--- src/hdl/byte_ring_fifo_burst_top_macros.svh ---
// Assertion helpers, clocked on clk and disabled while rst_n is low.
`ifndef BYTE_RING_FIFO_BURST_TOP_MACROS_SVH
`define BYTE_RING_FIFO_BURST_TOP_MACROS_SVH

// Same-cycle implication.
`define BRF_ASSERT_NOW(label, ante, cons) \
    label: assert property (@(posedge clk) disable iff (!rst_n) (ante) |-> (cons)) \
        else $error("byte ring fifo: assertion failed");

// Next-cycle implication.
`define BRF_ASSERT_NEXT(label, ante, cons) \
    label: assert property (@(posedge clk) disable iff (!rst_n) (ante) |=> (cons)) \
        else $error("byte ring fifo: assertion failed");

`endif

--- src/hdl/brf_pkg.sv ---
package brf_pkg;

    localparam int DEPTH_DEF     = 4096;
    localparam int MAX_BYTES_DEF = 8;

    localparam int CFG_W  = 13;
    localparam int LEN_W  = 4;
    localparam int DATA_W = 64;
    localparam int FILL_W = 12;

    localparam logic OP_WRITE = 1'b0;
    localparam logic OP_READ  = 1'b1;

    localparam logic ST_DONE    = 1'b0;
    localparam logic ST_REFUSED = 1'b1;

    typedef struct packed {
        logic              op;
        logic [LEN_W-1:0]  length;
        logic [DATA_W-1:0] write_bytes;
    } req_item_t;

    typedef struct packed {
        logic              status;
        logic [DATA_W-1:0] read_bytes;
        logic [FILL_W-1:0] fill_level;
    } rsp_item_t;

    // controller -> datapath
    typedef struct packed {
        logic load;      // capture request
        logic decide;    // register accept/refuse verdict
        logic wr_en;     // write one byte at head
        logic rd_en;     // read one byte at tail
        logic out_load;  // load response register
    } cmd_t;

    // datapath -> controller
    typedef struct packed {
        logic refuse;    // current request cannot be served
        logic zero_len;  // nothing to move
        logic op;        // operation of current request
        logic last;      // this byte is the final one
    } sts_t;

endpackage

--- src/hdl/brf_ctrl.sv ---
module brf_ctrl
    import brf_pkg::*;
(
    input  logic clk,
    input  logic rst_n,
    input  logic req_valid,
    output logic req_ready,
    output logic rsp_valid,
    input  logic rsp_ready,
    input  sts_t sts,
    output cmd_t cmd
);

    localparam logic [2:0] S_IDLE   = 3'd0;
    localparam logic [2:0] S_DECIDE = 3'd1;
    localparam logic [2:0] S_WR     = 3'd2;
    localparam logic [2:0] S_RD     = 3'd3;
    localparam logic [2:0] S_DRAIN  = 3'd4;
    localparam logic [2:0] S_FIN    = 3'd5;

    logic [2:0] state_reg, state_next;
    logic       rsp_valid_reg, rsp_valid_next;

    always_comb
    begin
        state_next = state_reg;
        cmd        = '0;
        req_ready  = 1'b0;
        unique case (state_reg)
            S_IDLE:
            begin
                req_ready = 1'b1;
                if (req_valid)
                begin
                    cmd.load   = 1'b1;
                    state_next = S_DECIDE;
                end
            end
            S_DECIDE:
            begin
                cmd.decide = 1'b1;
                if (sts.refuse || sts.zero_len)
                    state_next = S_FIN;
                else if (sts.op == OP_READ)
                    state_next = S_RD;
                else
                    state_next = S_WR;
            end
            S_WR:
            begin
                cmd.wr_en = 1'b1;
                if (sts.last)
                    state_next = S_FIN;
            end
            S_RD:
            begin
                cmd.rd_en = 1'b1;
                if (sts.last)
                    state_next = S_DRAIN;
            end
            S_DRAIN:
                state_next = S_FIN;
            S_FIN:
            begin
                if (!rsp_valid_reg || rsp_ready)
                begin
                    cmd.out_load = 1'b1;
                    state_next   = S_IDLE;
                end
            end
            default:
                state_next = S_IDLE;
        endcase
    end

    assign rsp_valid_next = cmd.out_load ? 1'b1 : (rsp_ready ? 1'b0 : rsp_valid_reg);
    assign rsp_valid      = rsp_valid_reg;

    always_ff @(posedge clk or negedge rst_n)
    begin
        if (!rst_n)
        begin
            state_reg     <= S_IDLE;
            rsp_valid_reg <= 1'b0;
        end
        else
        begin
            state_reg     <= state_next;
            rsp_valid_reg <= rsp_valid_next;
        end
    end

endmodule

--- config.mk ---
export PLATFORM = sky130hd
export DESIGN_NAME = brf_ctrl
export DESIGN_NICKNAME = d
export VERILOG_FILES = /design/src/hdl/byte_ring_fifo_burst_top_macros.svh /design/src/hdl/brf_pkg.sv /design/src/hdl/brf_ctrl.sv
export SDC_FILE = /design/constraint.sdc
export NUM_CORES = 1
export LEC_CHECK = 0
export ABC_CLOCK_PERIOD_IN_PS = 1200
export BUFFER_PORTS_ARGS = -buffer_cell sky130_fd_sc_hd__buf_2
export CORE_AREA = 5 5 42 44
export DETAILED_ROUTE_END_ITERATION = 8
export DIE_AREA = 0 0 47 49
export SYNTH_ARGS = -nofsm -noshare
export SYNTH_HDL_FRONTEND = slang
export SYNTH_SLANG_ARGS = --single-unit
--- constraint.sdc ---
create_clock -name clk -period 1.2 [get_ports clk]
set_input_delay 0.06 -clock clk [delete_from_list [all_inputs] [get_ports clk]]
set_output_delay 0.06 -clock clk [all_outputs]
set_load 0.05 [all_outputs]
==> out/results.tsv, run 1 <==
metric	value	unit
CTS buffer count	3	
# rows	14	
Lkg Pwr	0.287	nW
Mean Syn Cell Area	8.72	um2
crit path kind	reg2out	
max reg flops	3	
Min Hold Slack	124	ps
layout cells sized above 1	0.750	
initial antenna violation count	0	
yosys warns	0	
fill count	145	
vias	338	
Port Buf Inserts	14	
Synth Register Bits	4	
crit-path cells	buf_6 > nor3_4 > and2_4 > buf_8	
Worst-Margin Slew	255	ps
final setup vio count	5	
failing checks	setup timing	
Worst Setup Slack, final	-95.5	ps
Die H	49	um
# DRC	0	
starting DRC count in detailed routing	0	
CP max-delay cell	dfrtp_2	
Top Family by Delay on Critical Path	flip-flops	
# diodes	0	
Die Width	47	um
max frequency	772	MHz
EDFF count, synth	0	
fin util	0.436	
status	finished, violations left	
crit-path max cell delay	430	ps
router iterations before antenna repair	1	
Mapped Nets	41	
RR Startpoint	state_reg[1]$_DFFE_PN0P_	
fin crit share	1.08	
Critical Path Fanout Max	5	
CP startpoint kind	flop	
IO Pins	15	
Core Region	1400	um2
worst hold-check path type	in2reg	
Seq/Total Area, Yosys	0.348	
Fin. Hold Viols	0	
worst path bufs/invs	2	
Hold Startpoint	rsp_ready	
Routability Congestion	0.693	
WHS Path Cells	3	
Area Growth Syn to Fin	112	%
worst hold endpoint	rsp_valid$_DFFE_PN0P_	
total routed wirelength	830	um
pre-CTS WS	-2.38	ps
synth top area cells	dfrtp_1, nor2b_1, nor2b_4	
VDD IR max	1.41	mV
leading area contributor after synthesis	dfrtp_1	
total power	0.00175	W
Max clock buf depth	2	
most common library cells after synthesis	dfrtp_1, nand2_1, nor2b_1	
R2R cell count	5	
gr usage total	0.0946	
Max Cap Violations	0	
Setup crit end kind	output pin	
Final Instance Area	611	um2
fin. max-slew vios	0	
RSZ-0062 raised after global routing	true	
Final min period	1300	ps
setup slack, reg-to-reg	10	ps
Worst EP arrival	1240	ps
HPWL after DPL	597	um
top_reg_cell synth	dfrtp_1	
first-pass GRT wire length	1480	um
worst-skew pair later-pin latency	240	ps
library cells used by synthesis	22	
PD cells	2860	nW/um2
Starting Density	0.205	
worst rel slew slack	0.829	
Congestion Overflow GR	0	
Synth Cell Area	288	um2
area of the die	2300	um2
largest net degree at the start of global routing	11	
placed cell areas	410	um2
asr flop ratio synth	1.00	
vias in the first global route	373	
vias per inst	4.45	
post-synth top area share	0.348	
worst endpoint required time	1140	ps
most numerous cell in the Yosys netlist	dfrtp_1	
Gate Count Post-Synth	33	
clock root buffer	clkbuf_4	
H-tree depth	1	
Final ANT Viol Nets	0	
CTS tree	done	
Worst-path clk slew	40	ps
clock sinks	4	
reg-to-reg endpoint	state_reg[1]$_DFFE_PN0P_	
average routed wire per standard cell	10.9	um
sequential cell area	104	um2
skew final	1.26	ps
fin nets	70	
multi-input logic area	241	um2
[how the worst max path moves through the flow]
stage          cells past startpoint                     start  slack (ps)      to
2_1_floorplan                      2  state_reg[2]$_DFFE_PN0P_        -170  cmd[4]
3_3_place_gp                       5  state_reg[1]$_DFFE_PN0P_           5  cmd[0]
3_5_place_dp                       3  state_reg[2]$_DFFE_PN0P_          -2  cmd[2]
4_1_cts                            5  state_reg[1]$_DFFE_PN0P_        -150  cmd[0]
5_1_grt                            4  state_reg[1]$_DFFE_PN0P_        -150  cmd[4]
6_report                           4  state_reg[1]$_DFFE_PN0P_        -100  cmd[4]
[kinds of logic after synthesis]
group,after synthesis,synth area share
and+or+nand+nor,16,0.335
DFF,4,0.348
buffers and inverters,4,0.0956
AOI/OAI and AO/OA,9,0.222
[placed cells by master, fill, tap and decap left out, types with 2 or more instances in the layout]
cell type and n:
buf_4 10, buf_2 8, buf_6 7, clkbuf_4 3, dfrtp_2 3, nor2b_4 2, nand2_2 2
[metal layers]
metal | vias up | wire, um | track usage
li1 | 171 | - | -
met1 | 156 | 316 | 0.0973
met2 | 8 | 457 | 0.133
met3 | 3 | 34 | 0.0369
met4 | 0 | 22 | 0.0968
met5 | - | 0 | 0
[power breakdown]
| group | internal, W | switching, W |
|---|---|---|
| Combinational | 0.000630 | 0.000642 |
| Sequential | 0.000205 | 0.0000992 |
| Clock | 0.000112 | 0.0000589 |
[what timing repair did]
action	4_1_cts	5_1_grt
hold buffers	1	0
buffers inserted	6	2
resized for setup	17	12
endpoints found under the hold margin	4	0
cloned	0	0
pin swaps	2	6
endpoints found under the setup margin	6	10
[final cells by class]
| type | instances | area share |
|---|---|---|
| inverter | 1 | 0.00615 |
| sequential | 4 | 0.170 |
| clock buffer | 3 | 0.0369 |
| tap | 16 | 0.0328 |
| multi-input combinational | 25 | 0.395 |
| timing repair buffer | 27 | 0.359 |
[stage by stage]
stage	cells	TNS, ps
2_1_floorplan	33	-217
3_3_place_gp	64	0
3_5_place_dp	64	-2.38
4_1_cts	74	-668
5_1_grt	76	-786
6_report	76	-339
[tightest hold or removal path, stage by stage]
cell	delay, ps
buf_2	80
nand2b_1	130
nand2_2	50
Power figures use the tool's default switching activity.
==> run 2, diff against run 1 <==
Settings changed: ABC_CLOCK_PERIOD_IN_PS 1200 to 1500, BUFFER_PORTS_ARGS -buffer_cell sky130_fd_sc_hd__buf_2 to not set, DONT_BUFFER_PORTS set to 1, GPL_ROUTABILITY_DRIVEN set to 0.
Clock period 1.2 ns to 1.5 ns, I/O delays scaled along.
==> out/results.tsv, run 2 (synthesized netlist as in run 1, its figures left out) <==
metric	value	unit	change
worst hold-check path type	in2reg		
CTS buffer count	3		unchanged
gr usage total	0.0771		-0.0175
router iterations before antenna repair	3		+2
setup tns final	0	ps	+339 ps
vias	259		-23%
critical path launch point	state_reg[1]$_DFFE_PN0P_		
crit path kind	reg2out		
status	finished clean		
Area Growth Syn to Fin	47.8	%	
Final min period	1380	ps	
Setup crit end kind	output pin		
fill count	157		+8.3%
vias per inst	4.47		+0.41%
Lkg Pwr	0.182	nW	-37%
worst hold endpoint	rsp_valid$_DFFE_PN0P_		
initial antenna violation count	0		unchanged
fin crit share	0.917		
most frequent cells in the layout	buf_4, nand2_1, clkbuf_4		
HPWL after DPL	544	um	-8.9%
# diodes	0		unchanged
Max clock buf depth	2		unchanged
VDD IR max	1.08	mV	-23%
total routed wirelength	680	um	-18%
Starting Density	0.205		unchanged
CTS tree	done		
Worst-path clk slew	40	ps	about the same
IO Pins	15		unchanged
Final ANT Viol Nets	0		unchanged
WHS Path Cells	2		-1
# rows	14		unchanged
area of the die	2300	um2	unchanged
RR Startpoint	state_reg[1]$_DFFE_PN0P_		
clock root buffer	clkbuf_4		
Min Hold Slack	34.8	ps	-89.6 ps
largest net degree at the start of global routing	11		unchanged
final setup vio count	0		-5
Hold Startpoint	rsp_ready		
CP startpoint kind	flop		
RSZ-0062 raised after global routing	false		
Die Width	47	um	unchanged
starting DRC count in detailed routing	1		+1
skew final	1.94	ps	+0.682 ps
Worst EP arrival	1300	ps	+60 ps
most common cell after layout, fill and taps aside	buf_4		
Port Buf Inserts	0		-14
max frequency	727	MHz	
fin nets	52		-26%
reg-to-reg endpoint	state_reg[0]$_DFFE_PN0P_		
Setup Fix Bufs, Post-CTS	0		-6
Die H	49	um	unchanged
vias in the first global route	275		-26%
layout cells sized above 1	0.405		-0.345
worst rel slew slack	0.790		-0.0393
Max Cap Violations	0		unchanged
setup slack, reg-to-reg	320	ps	+310 ps
Congestion Overflow GR	0		unchanged
Final Instance Area	425	um2	-30%
first-pass GRT wire length	1170	um	-21%
worst endpoint required time	1420	ps	+280 ps
# DRC	0		unchanged
Critical Path Fanout Max	10		+5
Fin. Hold Viols	0		unchanged
Worst-Margin Slew	311	ps	+55.7 ps
R2R cell count	2		-3
max reg flops	3		unchanged
fin. max-slew vios	0		unchanged
H-tree depth	1		unchanged
average routed wire per standard cell	11.7	um	+7.4%
worst-skew pair later-pin latency	230	ps	about the same
PD cells	2450	nW/um2	-14%
placed cell areas	378	um2	-7.9%
clock sinks	4		unchanged
Core Region	1400	um2	unchanged
-- run 2: area by class of cell --
cell class / count / area, um2 / area share
sequential: 4 / 103 / 0.241
clock buffer: 3 / 22.5 / 0.0529
multi-input combinational: 25 / 179 / 0.421
timing repair buffer: 9 / 97.6 / 0.229
tap: 16 / 20.0 / 0.0471
inverter: 1 / 3.75 / 0.00882
-- run 2: per-layer routing --
metal  vias up  wire length, um  GRT usage
met5         -                0          0
met4         0                0     0.0968
met3         0               46     0.0332
met2         6              368     0.0995
met1       120              265     0.0780
li1        133                -          -
-- run 2: stage by stage --
stage          instances  power, W   util  setup WS, ps
3_3_place_gp          53  0.000901  0.270           240
4_1_cts               58   0.00105  0.301          67.7
6_report              58   0.00104  0.304           124
2_1_floorplan         33  0.000755      -         -58.7
5_1_grt               58   0.00111  0.304          46.8
3_5_place_dp          53  0.000901  0.270           220
-- run 2: power breakdown --
group	switching [W]	internal (W)	leakage [nW]
clock	0.0000448	0.0000896	0.0138
sequential	0.000108	0.000161	0.0464
combinational	0.000374	0.000265	0.122
total	0.000526	0.000516	0.182
-- run 2: worst max path at each step --
stage	to	slack, ps	cells after the start
floorplan	cmd[4]	-60	3
global placement	cmd[2]	240	3
detailed placement	cmd[2]	220	3
CTS	cmd[0]	70	4
global route	cmd[2]	50	3
finish	cmd[2]	120	3
-- run 2: worst max-delay path: stages, from the launching register on --
cell,delay (ps)
dfrtp_2,480
nor2b_2,230
nor2b_1,150
buf_4,210
-- run 2: repair_timing --
item | CTS | global route
hold buffers | 2 | 0
setup endpoints to repair | 2 | 3
gates resized for setup | 1 | 2
endpoints found under the hold margin | 5 | 0
==> run 3, diff against run 2 <==
Settings changed: PLACE_DENSITY set to 0.44.
==> out/results.tsv, run 3 (synthesized netlist as in run 1, its figures left out) <==
metric	value	unit	change
Worst Setup Slack, final	75.9	ps	-48.4 ps
# rows	14		unchanged
fin nets	54		+3.8%
Die H	49	um	unchanged
crit-path cells	nor2b_4 > nand2_1 > nor2_1 > buf_4		
Max clock buf depth	2		unchanged
Fin. Hold Viols	0		unchanged
Critical Path Fanout Max	8		-2
router iterations before antenna repair	4		+1
critical path launch point	state_reg[2]$_DFFE_PN0P_		
clock root buffer	clkbuf_4		
CTS tree	done		
Core Region	1400	um2	unchanged
Worst-Margin Slew	327	ps	+16.0 ps
worst endpoint required time	1420	ps	about the same
initial antenna violation count	0		unchanged
IO Pins	15		unchanged
Hold Startpoint	sts[0]		
HPWL after DPL	586	um	+7.7%
fin. max-slew vios	0		unchanged
Final min period	1420	ps	+48.4 ps
pre-CTS WS	153	ps	-66.9 ps
Starting Density	0.205		unchanged
# diodes	0		unchanged
Lkg Pwr	0.191	nW	+4.9%
status	finished clean		
Final ANT Viol Nets	0		unchanged
starting DRC count in detailed routing	6		+5
Worst EP arrival	1350	ps	+50 ps
Worst-path clk slew	40	ps	about the same
clock sinks	4		unchanged
average routed wire per standard cell	12.3	um	+4.5%
first-pass GRT wire length	1130	um	-3.6%
area of the die	2300	um2	unchanged
Setup crit end kind	output pin		
Max Cap Violations	0		unchanged
crit path kind	reg2out		
max reg flops	3		unchanged
vias in the first global route	268		-2.5%
most common cell after layout, fill and taps aside	buf_4		
gr usage total	0.0735		-0.00359
vias per inst	4.62		+3.4%
worst rel slew slack	0.779		-0.0108
max frequency	702	MHz	-3.4%
RR Startpoint	state_reg[1]$_DFFE_PN0P_		
largest net degree at the start of global routing	11		unchanged
vias	277		+6.9%
Congestion Overflow GR	0		unchanged
CP startpoint kind	flop		
Area Growth Syn to Fin	48.3	%	
layout cells sized above 1	0.409		+0.00433
# DRC	0		unchanged
Die Width	47	um	unchanged
worst-skew pair later-pin latency	230	ps	about the same
H-tree depth	1		unchanged
worst hold-check path type	in2reg		
RSZ-0062 raised after global routing	false		
CTS buffer count	3		unchanged
PD cells	2470	nW/um2	+1.1%
skew final	1.93	ps	-0.0164 ps
total routed wirelength	735	um	+8.1%
crit-path max cell delay	520	ps	+40 ps
fin crit share	0.949		+0.0323
VDD IR max	0.683	mV	-37%
most frequent cells in the layout	buf_4, nand2_1, clkbuf_4, dfrtp_1		
CP max-delay cell	dfrtp_1		
setup tns final	0	ps	unchanged
final setup vio count	0		unchanged
Port Buf Inserts	0		unchanged
-- run 3: changes by cell type in the layout (fill, tap and decap cells not counted) --
cell / previous run / this run
buf_12: 2 / 1
buf_4: 5 / 8
dfrtp_1: 2 / 3
dfrtp_2: 2 / 1
-- run 3: what timing repair did --
item / in CTS / in global routing
hold endpoints to repair: 5 / 0
setup buffers: 0 / 2
cloned: 0 / 0
resized for setup: 1 / 1
endpoints found under the setup margin: 2 / 2
hold buffers: 2 / 0
-- run 3: layout make-up --
class                      count  area [um2]
clock buffer                   3        22.5
tap                           16        20.0
fill                         157         975
inverter                       1        3.75
multi-input combinational     25         179
sequential                     4         101
timing repair buffer          11         100
-- run 3: power by group --
group          switching (W)  leakage [nW]  internal [W]
Clock              0.0000429        0.0138     0.0000894
Sequential          0.000106        0.0476      0.000157
Combinational       0.000389         0.130      0.000271
Total               0.000538         0.191      0.000518
-- run 3: worst max-delay path, delay by kind of cell (launching register included) --
kind                   cells  cell delay [ps]
flip-flops                 1              520
buffers and inverters      1              200
AND/OR/NAND/NOR            3              390
-- run 3: routing by layer --
metal | part of all wire | GRT usage | up-vias
li1 | - | - | 137
met1 | 0.39 | 0.0911 | 130
met2 | 0.53 | 0.0950 | 10
met3 | 0.078 | 0.0221 | 0
met4 | 0 | 0.0691 | 0
met5 | 0 | 0 | -
-- run 3: path summary, 6_finish.rpt --
check                                            to  slack [ps]  depth (start not counted)
max                                          cmd[0]          80                          4
min                        state_reg[1]$_DFFE_PN0P_          40                          3
max reg2reg                state_reg[0]$_DFFE_PN0P_         220                          3
min reg2reg                   rsp_valid$_DFFE_PN0P_         540                          2
max in group asynchronous  state_reg[1]$_DFFE_PN0P_        1190                          1
min in group asynchronous  state_reg[2]$_DFFE_PN0P_         120                          1
-- run 3: stage by stage --
stage	cell area, um2	hold WS, ps	cells	utilization	power (W)
floorplan	304	-221	33	-	0.000755
global placement	365	-220	53	0.261	0.000890
detailed placement	365	-220	53	0.261	0.000900
CTS	409	34.3	58	0.292	0.00105
global route	427	45.5	60	0.304	0.00112
finish	427	43.2	60	0.304	0.00106
